<file path="src/rtl/core/cst_pkg.sv">
// ----------------------------------------------------------------------------
// cst_pkg
// Shared widths, token kinds, token record and character helpers for the
// C subset tokenizer.
// ----------------------------------------------------------------------------
package cst_pkg;

   localparam int NUMBER_BITS = 32;
   localparam int OFFSET_BITS = 32;
   localparam int LINE_BITS   = 16;
   localparam int LENGTH_BITS = 16;
   localparam int KIND_BITS   = 5;
   localparam int CODE_BITS   = 6;
   localparam int KW_CHARS    = 6;
   localparam int KW_BITS     = CODE_BITS * KW_CHARS;

   localparam int FIFO_DEPTH      = 4;
   localparam int FIFO_PTR_BITS   = $clog2(FIFO_DEPTH);
   localparam int FIFO_COUNT_BITS = $clog2(FIFO_DEPTH + 1);

   // token kinds
   localparam logic [KIND_BITS-1:0] KIND_EOF       = 5'd0;
   localparam logic [KIND_BITS-1:0] KIND_INT       = 5'd1;
   localparam logic [KIND_BITS-1:0] KIND_RETURN    = 5'd2;
   localparam logic [KIND_BITS-1:0] KIND_IF        = 5'd3;
   localparam logic [KIND_BITS-1:0] KIND_ELSE      = 5'd4;
   localparam logic [KIND_BITS-1:0] KIND_WHILE     = 5'd5;
   localparam logic [KIND_BITS-1:0] KIND_IDENT     = 5'd6;
   localparam logic [KIND_BITS-1:0] KIND_NUMBER    = 5'd7;
   localparam logic [KIND_BITS-1:0] KIND_LPAREN    = 5'd8;
   localparam logic [KIND_BITS-1:0] KIND_RPAREN    = 5'd9;
   localparam logic [KIND_BITS-1:0] KIND_LBRACE    = 5'd10;
   localparam logic [KIND_BITS-1:0] KIND_RBRACE    = 5'd11;
   localparam logic [KIND_BITS-1:0] KIND_SEMI      = 5'd12;
   localparam logic [KIND_BITS-1:0] KIND_COMMA     = 5'd13;
   localparam logic [KIND_BITS-1:0] KIND_PLUS      = 5'd14;
   localparam logic [KIND_BITS-1:0] KIND_MINUS     = 5'd15;
   localparam logic [KIND_BITS-1:0] KIND_STAR      = 5'd16;
   localparam logic [KIND_BITS-1:0] KIND_SLASH     = 5'd17;
   localparam logic [KIND_BITS-1:0] KIND_ASSIGN    = 5'd18;
   localparam logic [KIND_BITS-1:0] KIND_EQ        = 5'd19;
   localparam logic [KIND_BITS-1:0] KIND_NE        = 5'd20;
   localparam logic [KIND_BITS-1:0] KIND_LT        = 5'd21;
   localparam logic [KIND_BITS-1:0] KIND_GT        = 5'd22;
   localparam logic [KIND_BITS-1:0] KIND_LE        = 5'd23;
   localparam logic [KIND_BITS-1:0] KIND_GE        = 5'd24;
   localparam logic [KIND_BITS-1:0] KIND_ERROR     = 5'd25;

   localparam logic [7:0] CH_NEWLINE    = 8'h0A;
   localparam logic [7:0] CH_UNDERSCORE = "_";
   localparam logic [CODE_BITS-1:0] CODE_UNDERSCORE = 6'd62;

   typedef struct packed {
      logic [KIND_BITS-1:0]   kind;
      logic [NUMBER_BITS-1:0] value;
      logic                   overflow;
      logic [OFFSET_BITS-1:0] offset;
      logic [LENGTH_BITS-1:0] length;
      logic [LINE_BITS-1:0]   line;
      logic [LINE_BITS-1:0]   column;
      logic                   last;
   } token_type;

   // up to two tokens written into the result queue in one cycle
   typedef struct packed {
      logic [1:0] count;
      token_type  first;
      token_type  second;
   } push_type;

   typedef struct packed {
      logic not_empty;
      logic has_room;
   } fifo_stat_type;

   function automatic logic is_digit(input logic [7:0] c);
      return (c >= "0") && (c <= "9");
   endfunction

   function automatic logic is_alpha(input logic [7:0] c);
      return ((c >= "a") && (c <= "z")) || ((c >= "A") && (c <= "Z"));
   endfunction

   function automatic logic is_ident_char(input logic [7:0] c);
      return is_alpha(c) || is_digit(c) || (c == CH_UNDERSCORE);
   endfunction

   function automatic logic is_space(input logic [7:0] c);
      return (c == " ") || (c == 8'h09) || (c == CH_NEWLINE) || (c == 8'h0B) ||
             (c == 8'h0C) || (c == 8'h0D);
   endfunction

   // 6-bit packing code: digits, upper case, lower case, then everything else
   function automatic logic [CODE_BITS-1:0] char_code(input logic [7:0] c);
      logic [CODE_BITS-1:0] code;
      code = CODE_UNDERSCORE;
      if (is_digit(c)) begin
         code = CODE_BITS'(c - 8'h30);
      end else if ((c >= "A") && (c <= "Z")) begin
         code = CODE_BITS'(c - 8'h41 + 8'd10);
      end else if ((c >= "a") && (c <= "z")) begin
         code = CODE_BITS'(c - 8'h61 + 8'd36);
      end
      return code;
   endfunction

   localparam logic [KW_BITS-1:0] KW_INT =
      KW_BITS'({char_code("i"), char_code("n"), char_code("t")});
   localparam logic [KW_BITS-1:0] KW_RETURN =
      KW_BITS'({char_code("r"), char_code("e"), char_code("t"),
                char_code("u"), char_code("r"), char_code("n")});
   localparam logic [KW_BITS-1:0] KW_IF =
      KW_BITS'({char_code("i"), char_code("f")});
   localparam logic [KW_BITS-1:0] KW_ELSE =
      KW_BITS'({char_code("e"), char_code("l"), char_code("s"), char_code("e")});
   localparam logic [KW_BITS-1:0] KW_WHILE =
      KW_BITS'({char_code("w"), char_code("h"), char_code("i"),
                char_code("l"), char_code("e")});

endpackage

</file>
<file path="src/rtl/core/cst_req_if.sv">
// ----------------------------------------------------------------------------
// cst_req_if
// Source byte channel: one byte or an end marker per item.
// ----------------------------------------------------------------------------
interface cst_req_if;
   logic       valid;
   logic       ready;
   logic [7:0] char_in;
   logic       end_mark;

   modport source (output valid, output char_in, output end_mark, input ready);
   modport sink   (input valid, input char_in, input end_mark, output ready);
endinterface

</file>
<file path="src/rtl/core/cst_rsp_if.sv">
// ----------------------------------------------------------------------------
// cst_rsp_if
// Token channel: one token per item.
// ----------------------------------------------------------------------------
interface cst_rsp_if;
   logic        valid;
   logic        ready;
   logic [4:0]  token_kind;
   logic [31:0] number_value;
   logic        number_overflow;
   logic [31:0] token_offset;
   logic [15:0] token_length;
   logic [15:0] token_line;
   logic [15:0] token_column;
   logic        last_of_run;

   modport source (output valid, output token_kind, output number_value,
                   output number_overflow, output token_offset, output token_length,
                   output token_line, output token_column, output last_of_run,
                   input ready);
   modport sink   (input valid, input token_kind, input number_value,
                   input number_overflow, input token_offset, input token_length,
                   input token_line, input token_column, input last_of_run,
                   output ready);
endinterface

</file>
<file path="src/rtl/core/cst_tok_fifo.sv">
// ----------------------------------------------------------------------------
// cst_tok_fifo
// Small token queue: takes up to two tokens per cycle, gives one per cycle.
// ----------------------------------------------------------------------------
module cst_tok_fifo (
   input  logic                   clock,
   input  logic                   reset,
   input  cst_pkg::push_type      push,
   input  logic                   pop,
   output cst_pkg::token_type     head,
   output cst_pkg::fifo_stat_type stat
);
   import cst_pkg::*;

   token_type                  mem_ff [FIFO_DEPTH];
   logic [FIFO_PTR_BITS-1:0]   wr_ptr_ff, wr_ptr_in;
   logic [FIFO_PTR_BITS-1:0]   rd_ptr_ff, rd_ptr_in;
   logic [FIFO_COUNT_BITS-1:0] count_ff, count_in;
   logic [FIFO_PTR_BITS-1:0]   wr_next;

   assign wr_next   = wr_ptr_ff + FIFO_PTR_BITS'(1);
   assign wr_ptr_in = wr_ptr_ff + FIFO_PTR_BITS'(push.count);
   assign rd_ptr_in = rd_ptr_ff + FIFO_PTR_BITS'(pop);
   assign count_in  = count_ff + FIFO_COUNT_BITS'(push.count) - FIFO_COUNT_BITS'(pop);

   assign head           = mem_ff[rd_ptr_ff];
   assign stat.not_empty = (count_ff != '0);
   // room for a full pair of tokens
   assign stat.has_room  = (count_ff <= FIFO_COUNT_BITS'(FIFO_DEPTH - 2));

   always_ff @(posedge clock) begin
      if (reset) begin
         wr_ptr_ff <= '0;
         rd_ptr_ff <= '0;
         count_ff  <= '0;
      end else begin
         wr_ptr_ff <= wr_ptr_in;
         rd_ptr_ff <= rd_ptr_in;
         count_ff  <= count_in;
      end
   end

   always_ff @(posedge clock) begin
      if (push.count != 2'd0) begin
         mem_ff[wr_ptr_ff] <= push.first;
      end
      if (push.count == 2'd2) begin
         mem_ff[wr_next] <= push.second;
      end
   end

endmodule

</file>
<file path="src/rtl/core/c_subset_tokenizer.sv">
// ----------------------------------------------------------------------------
// c_subset_tokenizer
// Streaming lexer for a small C subset: bytes in, tokens out.
// ----------------------------------------------------------------------------
// Feed one source byte per item on req_bus, or an item with end_mark set to
// close the text. Tokens come out on rsp_bus in source order; each byte causes
// zero, one or two tokens, and the last token caused by an item carries
// last_of_run. The block takes one item per clock while the queue has room:
// a byte is registered, the lexer state and the tokens it ends are worked
// out from it combinationally, and the tokens go into a four-entry queue
// that drives rsp_bus. Input stalls only while that queue holds more than two
// tokens, so with rsp_bus ready and at most one token per byte on average the
// rate is one byte per cycle. Identifiers report an offset and a length, not
// their text; keywords are found from the packed codes of the first six
// characters. Numbers saturate at 2^32-1 and set number_overflow. Line and
// column saturate at 65535, the byte offset wraps. An end marker flushes any
// pending token and then gives EOF; a comment open at the end gives no token.
// ----------------------------------------------------------------------------
module c_subset_tokenizer (
   input logic       clock,
   input logic       reset,
   cst_req_if.sink   req_bus,
   cst_rsp_if.source rsp_bus
);
   import cst_pkg::*;

   typedef enum logic [3:0] {
      MODE_IDLE,
      MODE_IDENT,
      MODE_NUMBER,
      MODE_SLASH,
      MODE_COMMENT,
      MODE_ASSIGN,
      MODE_BANG,
      MODE_LESS,
      MODE_GREATER
   } mode_type;

   // input register
   logic                   in_valid_ff;
   logic [7:0]             char_ff;
   logic                   end_ff;

   // lexer state
   mode_type               mode_ff, mode_in;
   logic [KW_BITS-1:0]     kw_ff, kw_in;
   logic [LENGTH_BITS-1:0] len_ff, len_in;
   logic [NUMBER_BITS-1:0] acc_ff, acc_in;
   logic                   ovf_ff, ovf_in;
   logic [OFFSET_BITS-1:0] offset_ff, offset_in;
   logic [LINE_BITS-1:0]   line_ff, line_in;
   logic [LINE_BITS-1:0]   column_ff, column_in;
   logic [OFFSET_BITS-1:0] start_offset_ff, start_offset_in;
   logic [LINE_BITS-1:0]   start_line_ff, start_line_in;
   logic [LINE_BITS-1:0]   start_column_ff, start_column_in;

   logic                   go;
   logic                   req_take;
   fifo_stat_type          fifo_stat;
   token_type              head;
   push_type               push;

   // digit accumulation
   logic [NUMBER_BITS-1:0] acc_base;
   logic                   ovf_base;
   logic [NUMBER_BITS+3:0] acc_sum;
   logic                   sum_over;
   logic [NUMBER_BITS-1:0] acc_next;
   logic                   ovf_next;

   // tokens of this byte
   logic                   first_v, second_v;
   token_type              first_tok, second_tok, flush_tok;
   logic                   flush_v;
   logic [KIND_BITS-1:0]   ident_kind;
   logic [KIND_BITS-1:0]   single_kind;
   logic                   fall;

   assign go       = in_valid_ff && fifo_stat.has_room;
   assign req_take = req_bus.valid && req_bus.ready;
   // take nothing while reset is held
   assign req_bus.ready = !reset && (!in_valid_ff || go);

   // add one digit; hold at the maximum once saturated
   assign acc_base = (mode_ff == MODE_NUMBER) ? acc_ff : '0;
   assign ovf_base = (mode_ff == MODE_NUMBER) ? ovf_ff : 1'b0;
   assign acc_sum  = ({4'b0, acc_base} << 3) + ({4'b0, acc_base} << 1) +
                     (NUMBER_BITS + 4)'(char_ff[3:0]);
   assign sum_over = (acc_sum[NUMBER_BITS+3:NUMBER_BITS] != 4'b0);
   assign acc_next = ovf_base ? acc_base : (sum_over ? '1 : acc_sum[NUMBER_BITS-1:0]);
   assign ovf_next = ovf_base || sum_over;

   // keyword match on the packed prefix and the full length
   always_comb begin
      ident_kind = KIND_IDENT;
      if ((len_ff == LENGTH_BITS'(3)) && (kw_ff == KW_INT)) begin
         ident_kind = KIND_INT;
      end else if ((len_ff == LENGTH_BITS'(6)) && (kw_ff == KW_RETURN)) begin
         ident_kind = KIND_RETURN;
      end else if ((len_ff == LENGTH_BITS'(2)) && (kw_ff == KW_IF)) begin
         ident_kind = KIND_IF;
      end else if ((len_ff == LENGTH_BITS'(4)) && (kw_ff == KW_ELSE)) begin
         ident_kind = KIND_ELSE;
      end else if ((len_ff == LENGTH_BITS'(5)) && (kw_ff == KW_WHILE)) begin
         ident_kind = KIND_WHILE;
      end
   end

   // token that the pending mode would give if closed now
   always_comb begin
      flush_tok        = '0;
      flush_tok.offset = start_offset_ff;
      flush_tok.length = len_ff;
      flush_tok.line   = start_line_ff;
      flush_tok.column = start_column_ff;
      flush_v          = 1'b1;
      unique case (mode_ff)
         MODE_IDENT:   flush_tok.kind = ident_kind;
         MODE_NUMBER: begin
            flush_tok.kind     = KIND_NUMBER;
            flush_tok.value    = acc_ff;
            flush_tok.overflow = ovf_ff;
         end
         MODE_SLASH:   flush_tok.kind = KIND_SLASH;
         MODE_ASSIGN:  flush_tok.kind = KIND_ASSIGN;
         MODE_BANG:    flush_tok.kind = KIND_ERROR;
         MODE_LESS:    flush_tok.kind = KIND_LT;
         MODE_GREATER: flush_tok.kind = KIND_GT;
         default:      flush_v        = 1'b0;
      endcase
   end

   always_comb begin
      unique case (char_ff)
         "(":     single_kind = KIND_LPAREN;
         ")":     single_kind = KIND_RPAREN;
         "{":     single_kind = KIND_LBRACE;
         "}":     single_kind = KIND_RBRACE;
         ";":     single_kind = KIND_SEMI;
         ",":     single_kind = KIND_COMMA;
         "+":     single_kind = KIND_PLUS;
         "-":     single_kind = KIND_MINUS;
         "*":     single_kind = KIND_STAR;
         default: single_kind = KIND_ERROR;
      endcase
   end

   // next lexer state and the tokens this byte finishes
   always_comb begin
      mode_in         = mode_ff;
      kw_in           = kw_ff;
      len_in          = len_ff;
      acc_in          = acc_ff;
      ovf_in          = ovf_ff;
      offset_in       = offset_ff;
      line_in         = line_ff;
      column_in       = column_ff;
      start_offset_in = start_offset_ff;
      start_line_in   = start_line_ff;
      start_column_in = start_column_ff;
      first_v         = 1'b0;
      second_v        = 1'b0;
      first_tok       = flush_tok;
      second_tok      = '0;
      fall            = 1'b0;

      if (end_ff) begin
         // flush, then EOF at the current position; counters hold
         first_v           = flush_v;
         second_v          = 1'b1;
         second_tok.kind   = KIND_EOF;
         second_tok.offset = offset_ff;
         second_tok.line   = line_ff;
         second_tok.column = column_ff;
         mode_in           = MODE_IDLE;
      end else begin
         unique case (mode_ff)
            MODE_IDENT: begin
               if (is_ident_char(char_ff)) begin
                  if (len_ff < LENGTH_BITS'(KW_CHARS)) begin
                     kw_in = {kw_ff[KW_BITS-CODE_BITS-1:0], char_code(char_ff)};
                  end
                  if (len_ff != '1) begin
                     len_in = len_ff + LENGTH_BITS'(1);
                  end
               end else begin
                  fall    = 1'b1;
                  first_v = 1'b1;
               end
            end
            MODE_NUMBER: begin
               if (is_digit(char_ff)) begin
                  acc_in = acc_next;
                  ovf_in = ovf_next;
                  if (len_ff != '1) begin
                     len_in = len_ff + LENGTH_BITS'(1);
                  end
               end else begin
                  fall    = 1'b1;
                  first_v = 1'b1;
               end
            end
            MODE_SLASH: begin
               if (char_ff == "/") begin
                  mode_in = MODE_COMMENT;
               end else begin
                  fall    = 1'b1;
                  first_v = 1'b1;
               end
            end
            MODE_ASSIGN, MODE_BANG, MODE_LESS, MODE_GREATER: begin
               if (char_ff == "=") begin
                  // two-character operator closes here
                  first_v          = 1'b1;
                  first_tok.length = LENGTH_BITS'(2);
                  len_in           = LENGTH_BITS'(2);
                  mode_in          = MODE_IDLE;
                  unique case (mode_ff)
                     MODE_ASSIGN: first_tok.kind = KIND_EQ;
                     MODE_BANG:   first_tok.kind = KIND_NE;
                     MODE_LESS:   first_tok.kind = KIND_LE;
                     default:     first_tok.kind = KIND_GE;
                  endcase
               end else begin
                  fall    = 1'b1;
                  first_v = 1'b1;
               end
            end
            MODE_COMMENT: begin
               fall = (char_ff == CH_NEWLINE);
            end
            default: begin
               fall = 1'b1;
            end
         endcase

         if (fall) begin
            mode_in = MODE_IDLE;
            if (!is_space(char_ff)) begin
               if (is_alpha(char_ff) || (char_ff == CH_UNDERSCORE) || is_digit(char_ff) ||
                   (char_ff == "/") || (char_ff == "=") || (char_ff == "!") ||
                   (char_ff == "<") || (char_ff == ">")) begin
                  // open a pending token at this byte
                  len_in          = LENGTH_BITS'(1);
                  start_offset_in = offset_ff;
                  start_line_in   = line_ff;
                  start_column_in = column_ff;
                  if (is_digit(char_ff)) begin
                     mode_in = MODE_NUMBER;
                     acc_in  = acc_next;
                     ovf_in  = ovf_next;
                  end else if (is_alpha(char_ff) || (char_ff == CH_UNDERSCORE)) begin
                     mode_in = MODE_IDENT;
                     kw_in   = KW_BITS'(char_code(char_ff));
                  end else if (char_ff == "/") begin
                     mode_in = MODE_SLASH;
                  end else if (char_ff == "=") begin
                     mode_in = MODE_ASSIGN;
                  end else if (char_ff == "!") begin
                     mode_in = MODE_BANG;
                  end else if (char_ff == "<") begin
                     mode_in = MODE_LESS;
                  end else begin
                     mode_in = MODE_GREATER;
                  end
               end else begin
                  second_v          = 1'b1;
                  second_tok.kind   = single_kind;
                  second_tok.offset = offset_ff;
                  second_tok.length = LENGTH_BITS'(1);
                  second_tok.line   = line_ff;
                  second_tok.column = column_ff;
               end
            end
         end

         // advance the position past this byte
         offset_in = offset_ff + OFFSET_BITS'(1);
         if (char_ff == CH_NEWLINE) begin
            column_in = LINE_BITS'(1);
            if (line_ff != '1) begin
               line_in = line_ff + LINE_BITS'(1);
            end
         end else if (column_ff != '1) begin
            column_in = column_ff + LINE_BITS'(1);
         end
      end
   end

   // pack the tokens front to back; the last one closes the run
   always_comb begin
      push             = '0;
      push.second      = second_tok;
      push.second.last = 1'b1;
      if (first_v) begin
         push.first      = first_tok;
         push.first.last = !second_v;
      end else begin
         push.first = push.second;
      end
      if (go) begin
         push.count = 2'(first_v) + 2'(second_v);
      end
   end

   always_ff @(posedge clock) begin
      if (reset) begin
         in_valid_ff     <= 1'b0;
         mode_ff         <= MODE_IDLE;
         kw_ff           <= '0;
         len_ff          <= '0;
         acc_ff          <= '0;
         ovf_ff          <= 1'b0;
         offset_ff       <= '0;
         line_ff         <= LINE_BITS'(1);
         column_ff       <= LINE_BITS'(1);
         start_offset_ff <= '0;
         start_line_ff   <= LINE_BITS'(1);
         start_column_ff <= LINE_BITS'(1);
      end else begin
         if (req_take) begin
            in_valid_ff <= 1'b1;
         end else if (go) begin
            in_valid_ff <= 1'b0;
         end
         if (go) begin
            mode_ff         <= mode_in;
            kw_ff           <= kw_in;
            len_ff          <= len_in;
            acc_ff          <= acc_in;
            ovf_ff          <= ovf_in;
            offset_ff       <= offset_in;
            line_ff         <= line_in;
            column_ff       <= column_in;
            start_offset_ff <= start_offset_in;
            start_line_ff   <= start_line_in;
            start_column_ff <= start_column_in;
         end
      end
   end

   // hold the byte until the lexer takes it
   always_ff @(posedge clock) begin
      if (req_take) begin
         char_ff <= req_bus.char_in;
         end_ff  <= req_bus.end_mark;
      end
   end

   cst_tok_fifo u_tok_fifo (
      .clock (clock),
      .reset (reset),
      .push  (push),
      .pop   (rsp_bus.valid && rsp_bus.ready),
      .head  (head),
      .stat  (fifo_stat)
   );

   assign rsp_bus.valid           = fifo_stat.not_empty;
   assign rsp_bus.token_kind      = head.kind;
   assign rsp_bus.number_value    = head.value;
   assign rsp_bus.number_overflow = head.overflow;
   assign rsp_bus.token_offset    = head.offset;
   assign rsp_bus.token_length    = head.length;
   assign rsp_bus.token_line      = head.line;
   assign rsp_bus.token_column    = head.column;
   assign rsp_bus.last_of_run     = head.last;

endmodule

</file>
<file path="src/flat_wrapper.sv">
// flat-port wrapper written by rule: the top's interface ports become plain ports
module c_subset_tokenizer_flat import cst_pkg::*;
  (clock, reset, req_bus_valid, req_bus_char_in, req_bus_end_mark, req_bus_ready, rsp_bus_valid, rsp_bus_token_kind, rsp_bus_number_value, rsp_bus_number_overflow, rsp_bus_token_offset, rsp_bus_token_length, rsp_bus_token_line, rsp_bus_token_column, rsp_bus_last_of_run, rsp_bus_ready);
  cst_req_if req_bus_i ();
  cst_rsp_if rsp_bus_i ();
  input logic clock;
  input logic reset;
  input wire logic [$bits(req_bus_i.valid)-1:0] req_bus_valid;
  input wire logic [$bits(req_bus_i.char_in)-1:0] req_bus_char_in;
  input wire logic [$bits(req_bus_i.end_mark)-1:0] req_bus_end_mark;
  output wire logic [$bits(req_bus_i.ready)-1:0] req_bus_ready;
  output wire logic [$bits(rsp_bus_i.valid)-1:0] rsp_bus_valid;
  output wire logic [$bits(rsp_bus_i.token_kind)-1:0] rsp_bus_token_kind;
  output wire logic [$bits(rsp_bus_i.number_value)-1:0] rsp_bus_number_value;
  output wire logic [$bits(rsp_bus_i.number_overflow)-1:0] rsp_bus_number_overflow;
  output wire logic [$bits(rsp_bus_i.token_offset)-1:0] rsp_bus_token_offset;
  output wire logic [$bits(rsp_bus_i.token_length)-1:0] rsp_bus_token_length;
  output wire logic [$bits(rsp_bus_i.token_line)-1:0] rsp_bus_token_line;
  output wire logic [$bits(rsp_bus_i.token_column)-1:0] rsp_bus_token_column;
  output wire logic [$bits(rsp_bus_i.last_of_run)-1:0] rsp_bus_last_of_run;
  input wire logic [$bits(rsp_bus_i.ready)-1:0] rsp_bus_ready;
  assign req_bus_i.valid = req_bus_valid;
  assign req_bus_i.char_in = req_bus_char_in;
  assign req_bus_i.end_mark = req_bus_end_mark;
  assign req_bus_ready = req_bus_i.ready;
  assign rsp_bus_valid = rsp_bus_i.valid;
  assign rsp_bus_token_kind = rsp_bus_i.token_kind;
  assign rsp_bus_number_value = rsp_bus_i.number_value;
  assign rsp_bus_number_overflow = rsp_bus_i.number_overflow;
  assign rsp_bus_token_offset = rsp_bus_i.token_offset;
  assign rsp_bus_token_length = rsp_bus_i.token_length;
  assign rsp_bus_token_line = rsp_bus_i.token_line;
  assign rsp_bus_token_column = rsp_bus_i.token_column;
  assign rsp_bus_last_of_run = rsp_bus_i.last_of_run;
  assign rsp_bus_i.ready = rsp_bus_ready;
  c_subset_tokenizer u_core (.clock(clock), .reset(reset), .req_bus(req_bus_i), .rsp_bus(rsp_bus_i));
endmodule
</file>
<file path="config.mk">
export PLATFORM = sky130hd
export DESIGN_NAME = c_subset_tokenizer_flat
export DESIGN_NICKNAME = d
export VERILOG_FILES = /design/src/rtl/core/cst_pkg.sv /design/src/rtl/core/cst_req_if.sv /design/src/rtl/core/cst_rsp_if.sv /design/src/rtl/core/cst_tok_fifo.sv /design/src/rtl/core/c_subset_tokenizer.sv /design/src/flat_wrapper.sv
export SDC_FILE = /design/constraint.sdc
export NUM_CORES = 2
export LEC_CHECK = 0
export BUFFER_PORTS_ARGS = -buffer_cell sky130_fd_sc_hd__buf_4
export CORE_ASPECT_RATIO = 1.25
export CORE_MARGIN = 8
export CORE_UTILIZATION = 45
export CTS_CLUSTER_SIZE = 10
export DETAILED_ROUTE_END_ITERATION = 6
export PLACE_DENSITY = 0.64
export SETUP_SLACK_MARGIN = 0.1
export SLEW_MARGIN = 20
export SYNTH_ARGS = -nofsm -noshare
export SYNTH_HDL_FRONTEND = slang
export SYNTH_SLANG_ARGS = --single-unit
</file>
<file path="constraint.sdc">
create_clock -name clock -period 5.9 [get_ports clock]
set_input_delay 0.59 -clock clock [delete_from_list [all_inputs] [get_ports clock]]
set_output_delay 0.59 -clock clock [all_outputs]
set_load 0.02 [all_outputs]
</file>
Word level (Yosys, flattened, before mapping)

Memories as Yosys holds them, arrays and structs flattened. A register that Yosys moved wholly into a read port is not among the register bits.
Cells that the tools add are included.

Word-level logic and storage cells: 231
Bits in latches: 0
Output and inout bits: 121
Register bits: 234
RAM bits: 476
Bits in read-only memories: 0
Memories kept: 1

Shifts and indexed selects: 0
Add/subtract/negate cells: 17
Bitwise operators: 2
Eq/ne operators: 45
Mux-type cells: 96
Magnitude comparators: 8
Reductions and logical operators: 45
Multiply operators: 0
Div/mod/pow operators: 0

Memory list:

| memory                   | depth | bits a word | rd ports | clocked after Yosys merged registers in | wr ports | RTL line           | RTL |
|---|---|---|---|---|---|---|---|
| u_core.u_tok_fifo.mem_ff | 4     | 119         | 1        | 1                                       | 2        | cst_tok_fifo.sv:15 | `token_type mem_ff [FIFO_DEPTH];` |

Operators by type and width:

| operator              | count |
|---|---|
| $mux 32               | 11 |
| $mux 36               | 8 |
| $mux 80               | 3 |
| $mux 16               | 12 |
| $mux 119              | 1 |
| $eq 8x6->1 const B    | 13 |
| $mux 5                | 11 |
| $add 16x1->16 const B | 3 |
| $eq 16x3->1 const B   | 3 |
| $mux 4                | 12 |
| $ne 16x16->1 const B  | 3 |
| $pmux 16 s3           | 1 |
| $pmux 5 s9            | 1 |
| $eq 8x4->1 const B    | 5 |
| $add 35x33->36        | 1 |
| $add 36x4->36         | 1 |
| $eq 36x12->1 const B  | 1 |
| $eq 36x18->1 const B  | 1 |
| $eq 36x24->1 const B  | 1 |
| $eq 36x30->1 const B  | 1 |
| $eq 36x36->1 const B  | 1 |
| $pmux 5 s7            | 1 |
| $mux 33               | 1 |
| $add 32x1->32 const B | 1 |
| 44 further kinds      | 116 |

Longest topological paths before layout

Depth in word-level cells: 19
Depth in mapped cells: 22

By module

A second synthesis with hierarchy kept.

Cell total of the unflattened synthesis: 3022
Area, all modules: 39281.4 sq um

Modules (own cells, without submodules):

| module             | area an instance (sq um) | cells an instance | times used |
|---|---|---|---|
| cst_tok_fifo       | 24730.0                  | 1193              | 1 |
| c_subset_tokenizer | 14551.5                  | 1829              | 1 |

Worst setup path after synthesis

Ideal clock, no wire load.

Path kind: flip-flop to flip-flop
Start point: reg u_core.char_ff[1]
End point: mem u_core.u_tok_fifo.mem_ff[1][10] (netlist bit) (enable)
Arrival: 5501 ps
Path buffers: 4
Cell stages (with the launch flop): 18
Slack: -25 ps
Cells stage by stage: edfxtp_1 clkbuf_1 inv_1 ha_1 nor4b_2 a2111oi_2 o21ai_2 a32oi_4 o21a_2 inv_2 buf_6 ha_1 o21ai_0 or3b_2 nor2b_1 clkbuf_1 clkbuf_1 inv_1

RTL lines:

| what                   | RTL line                  | RTL |
|---|---|---|
| start, declared        | c_subset_tokenizer.sv:41  | `logic [7:0] char_ff;` |
| start signal, assigned | c_subset_tokenizer.sv:345 | `char_ff <= req_bus.char_in;` |
| end, declared          | cst_tok_fifo.sv:15        |  |

==> summary.md <==
| Metric | Value |
|---|---|
| Post-CTS setup buffers | 0 |
| Predominant post-synthesis flop cell | dfxtp_1 |
| CTS tree | yes |
| Slew Viols, Final | 0 |
| Critical path type | reg -> reg |
| Wire per inst | 23.7 µm |
| ANT cells | 0 |
| Critical Path End | u_core.u_tok_fifo.mem_ff[2][53] |
| Clk_lat worst skew | 0.65 ns |
| Crit. End Element | register |
| Post-route ant nets | 0 |
| CTS sink count | 710 |
| Sequential area share after synthesis | 0.510 |
| Pleak | 13.1 nW |
| FF-to-FF path depth | 15 |
| Worst Path Required | 6.39 ns |
| Yosys reg bits | 710 |
| Library cells used by synthesis | 90 |
| Root Driver | clkbuf_16 |
| Port bufs | 133 |
| Core box area | 74,300 µm² |
| Grt met3 use | 0.0365 |
| Yosys warns | 0 |
| H-tree levels | 3 |
| Worst Path Arrival | 5.83 ns |
| Max Clock Freq | 0.187 GHz |
| Share of cells above drive strength 1 | 0.166 |
| First-pass detailed-route iteration total | 6 |
| Crit path from | u_core.char_ff[0] |
| CP Depth | 15 |
| Die Y | 321 µm |
| Top post-synthesis cells by count | 473 x a22o_1, 421 x dfxtp_1, 289 x edfxtp_1 |
| CTS resizes | 0 |
| Cell Pwr Density | 315 nW/µm² |
| Crit-path cells | inv_1 -> ha_1 -> nor4b_2 -> nor2b_1 -> o221a_2 -> nor3_4 -> nand3_2 -> o21bai_1 -> ha_1 -> o21ai_0 -> or3b_2 -> o21ai_1 -> and2_2 -> buf_12 -> a22o_1 |
| Hold buffers post-CTS | 0 |
| Final Hold Vio Count | 0 |
| Layout net count | 3,063 |
| Vias in the first global route | 25,554 |
| Iter 0 DRT Violations | 2,162 |
| Fin crit period | 5.34 ns |
| Tot GR Track Use | 0.221 |
| R2r endpoint | u_core.u_tok_fifo.mem_ff[2][53] |
| Die width | 260 µm |
| Slew margin rel. | 0.281 |
| Synth async-reset ratio | 0 |
| CP max FO | 40 |
| Clock Tree Buf Depth | 3 |
| Period utilization | 0.905 |
| Vias per cell | 6.27 |
| CP most frequent cell | ha_1 |
| Top Usage Layer GRT | met2 |
| Clock skew | 0.0302 ns |
| Setup TNS | 0 ns |
| Worst VDD drop | 0.304 mV |
| Synth Cell Area | 33,500 µm² |
| Post-Syn Nets | 3,046 |
| Leading area contributor after synthesis | edfxtp_1 |
| FP Rows | 112 |
| Leading post-synthesis cells by cell area | edfxtp_1 26%, dfxtp_1 25%, a22o_1 12% |
| Routed Wire Length | 94,200 µm |
| Most common cell in the netlist | a22o_1 |
| Reg2Reg Setup Slack | 0.56 ns |
| Die area | 83,600 µm² |
| R2R Path Start | u_core.char_ff[0] |
| Syn avg cell area | 11.4 µm² |
| Power Total | 0.0119 W |
| Syn Inst Count | 2,945 |
| CP Launch Type | register |
| Global route overflow | 0 |
| CP max stage cell | or3b_2 |
| Max stage delay on crit path | 0.65 ns |
| Pin count of the biggest net entering global routing | 70 |
| RSZ-0062 raised after global routing | false |
| Detailed placement HPWL | 57,600 µm |
| Io pins | 134 |
| # DRC | 0 |
| Critical path's top delay family | simple AND/OR/NAND/NOR gates |
| Placer Congestion | 0.899 |
| Area share of the largest cell type after synthesis | 0.259 |
| Clock slew at reported path FFs | 0.06 ns |
| Starting Density | 0.452 |
| Hold Path Class | in -> reg |
| Syn-to-layout area delta | 12.5% |
| Initial antenna violation count | 0 |
| GRT met2 Usage | 0.383 |
| Vias | 24,935 |
| Met1 usage | 0.267 |
| WP buf/inv | 2 |
| Final number of setup-violating endpoints | 0 |
| Status | completed |
| First-pass GRT wire length | 147,000 µm |
| Worst-Margin Slew | 1.07 ns |
| Number of synthesized flops with an enable pin | 289 |
| Max-Cap Viols | 0 |
| Cts bufs inserted | 82 |
[cell type report]
cell class	instances	area (µm²)
timing repair buffer	197	1630
sequential	710	17100
inverter	43	171
clock buffer	124	2250
fill	6489	36500
clock inverter	9	138
tap	969	1210
multi-input combinational	1928	15200
[cell families after synthesis]
family | synth area share
AO/OA/AOI/OAI | 0.208
XOR/XNOR | 0.0230
adder cells (fa/ha/maj) | 0.0335
buffers and inverters | 0.0399
flip-flops | 0.510
multiplexers | 0.0808
AND/OR/NAND/NOR | 0.105
[registers in the layout, indices dropped and copies added, names as in the netlist, 32 cells and up]
signal,count
u_core.acc_ff,32
u_core.kw_ff,36
u_core.start_offset_ff,32
u_core.offset_ff,32
u_core.u_tok_fifo.mem_ff,476
[routing by layer]
layer | part of all wire | wire length [µm]
met5 | 0 | 0
met4 | 0.039 | 3650
met3 | 0.061 | 5760
met2 | 0.50 | 47300
met1 | 0.40 | 37500
[how the worst min path moves through the flow]
stage | to | start | slack, ns | depth (start not counted)
final | u_core.end_ff | req_bus_end_mark | 0.13 | 1
after global routing | u_core.end_ff | req_bus_end_mark | 0.1 | 1
after CTS | u_core.end_ff | req_bus_end_mark | 0.08 | 1
after detailed placement | u_core.u_tok_fifo.mem_ff[0][82] | u_core.u_tok_fifo.mem_ff[0][82] | 0.45 | 2
after global placement | u_core.u_tok_fifo.mem_ff[0][82] | u_core.u_tok_fifo.mem_ff[0][82] | 0.43 | 2
after floorplan | u_core.u_tok_fifo.mem_ff[2][113] | u_core.u_tok_fifo.mem_ff[2][113] | 0.42 | 2
[cells in the final DEF, fill, tap and decap left out, types with 10 or more instances in the layout]
cell,instances
a22o_1,473
dfxtp_1,419
edfxtp_1,289
nand2_1,275
buf_4,184
nor2_1,165
a21oi_1,139
mux4_2,119
o21ai_0,99
ha_1,85
clkbuf_16,82
xor2_1,54
nand3_1,44
and2_1,40
clkbuf_1,38
inv_1,36
xnor2_1,34
nand4_1,31
a211oi_2,31
and3_1,27
nor3_1,21
nor4_1,20
a21o_1,19
or3_1,15
a31oi_1,15
nand2b_1,13
nor2b_1,13
buf_12,12
o22ai_1,11
nand3b_1,10
a211oi_1,10
[through the flow]
stage                     utilization  hold WS [ns]  std cells  instance area (µm²)  worst slack, ns
after global placement          0.476         0.430       3847                35300            0.760
after detailed placement        0.476         0.445       3847                35300            0.639
after CTS                       0.508        0.0836       3980                37700            0.598
after floorplan                     -         0.420       2945                33600            0.181
after global routing            0.508        0.0991       3980                37700            0.266
final                           0.508         0.128       3980                37700            0.559
[power breakdown]
| group | switching (W) | internal [W] |
|---|---|---|
| registers | 0.000161 | 0.00523 |
| clock network | 0.00200 | 0.00263 |
| logic | 0.00109 | 0.000789 |
| total | 0.00325 | 0.00864 |
[worst register-to-register path: stages, from the launching register on]
cell and delay [ns]:
edfxtp_1 0.42, inv_1 0.17, ha_1 0.25, nor4b_2 0.32, nor2b_1 0.11, o221a_2 0.34, nor3_4 0.41, nand3_2 0.28
o21bai_1 0.49, ha_1 0.32, o21ai_0 0.17, or3b_2 0.65, o21ai_1 0.29, and2_2 0.44, buf_12 0.32, a22o_1 0.22
(Power assumes the default switching activity.)
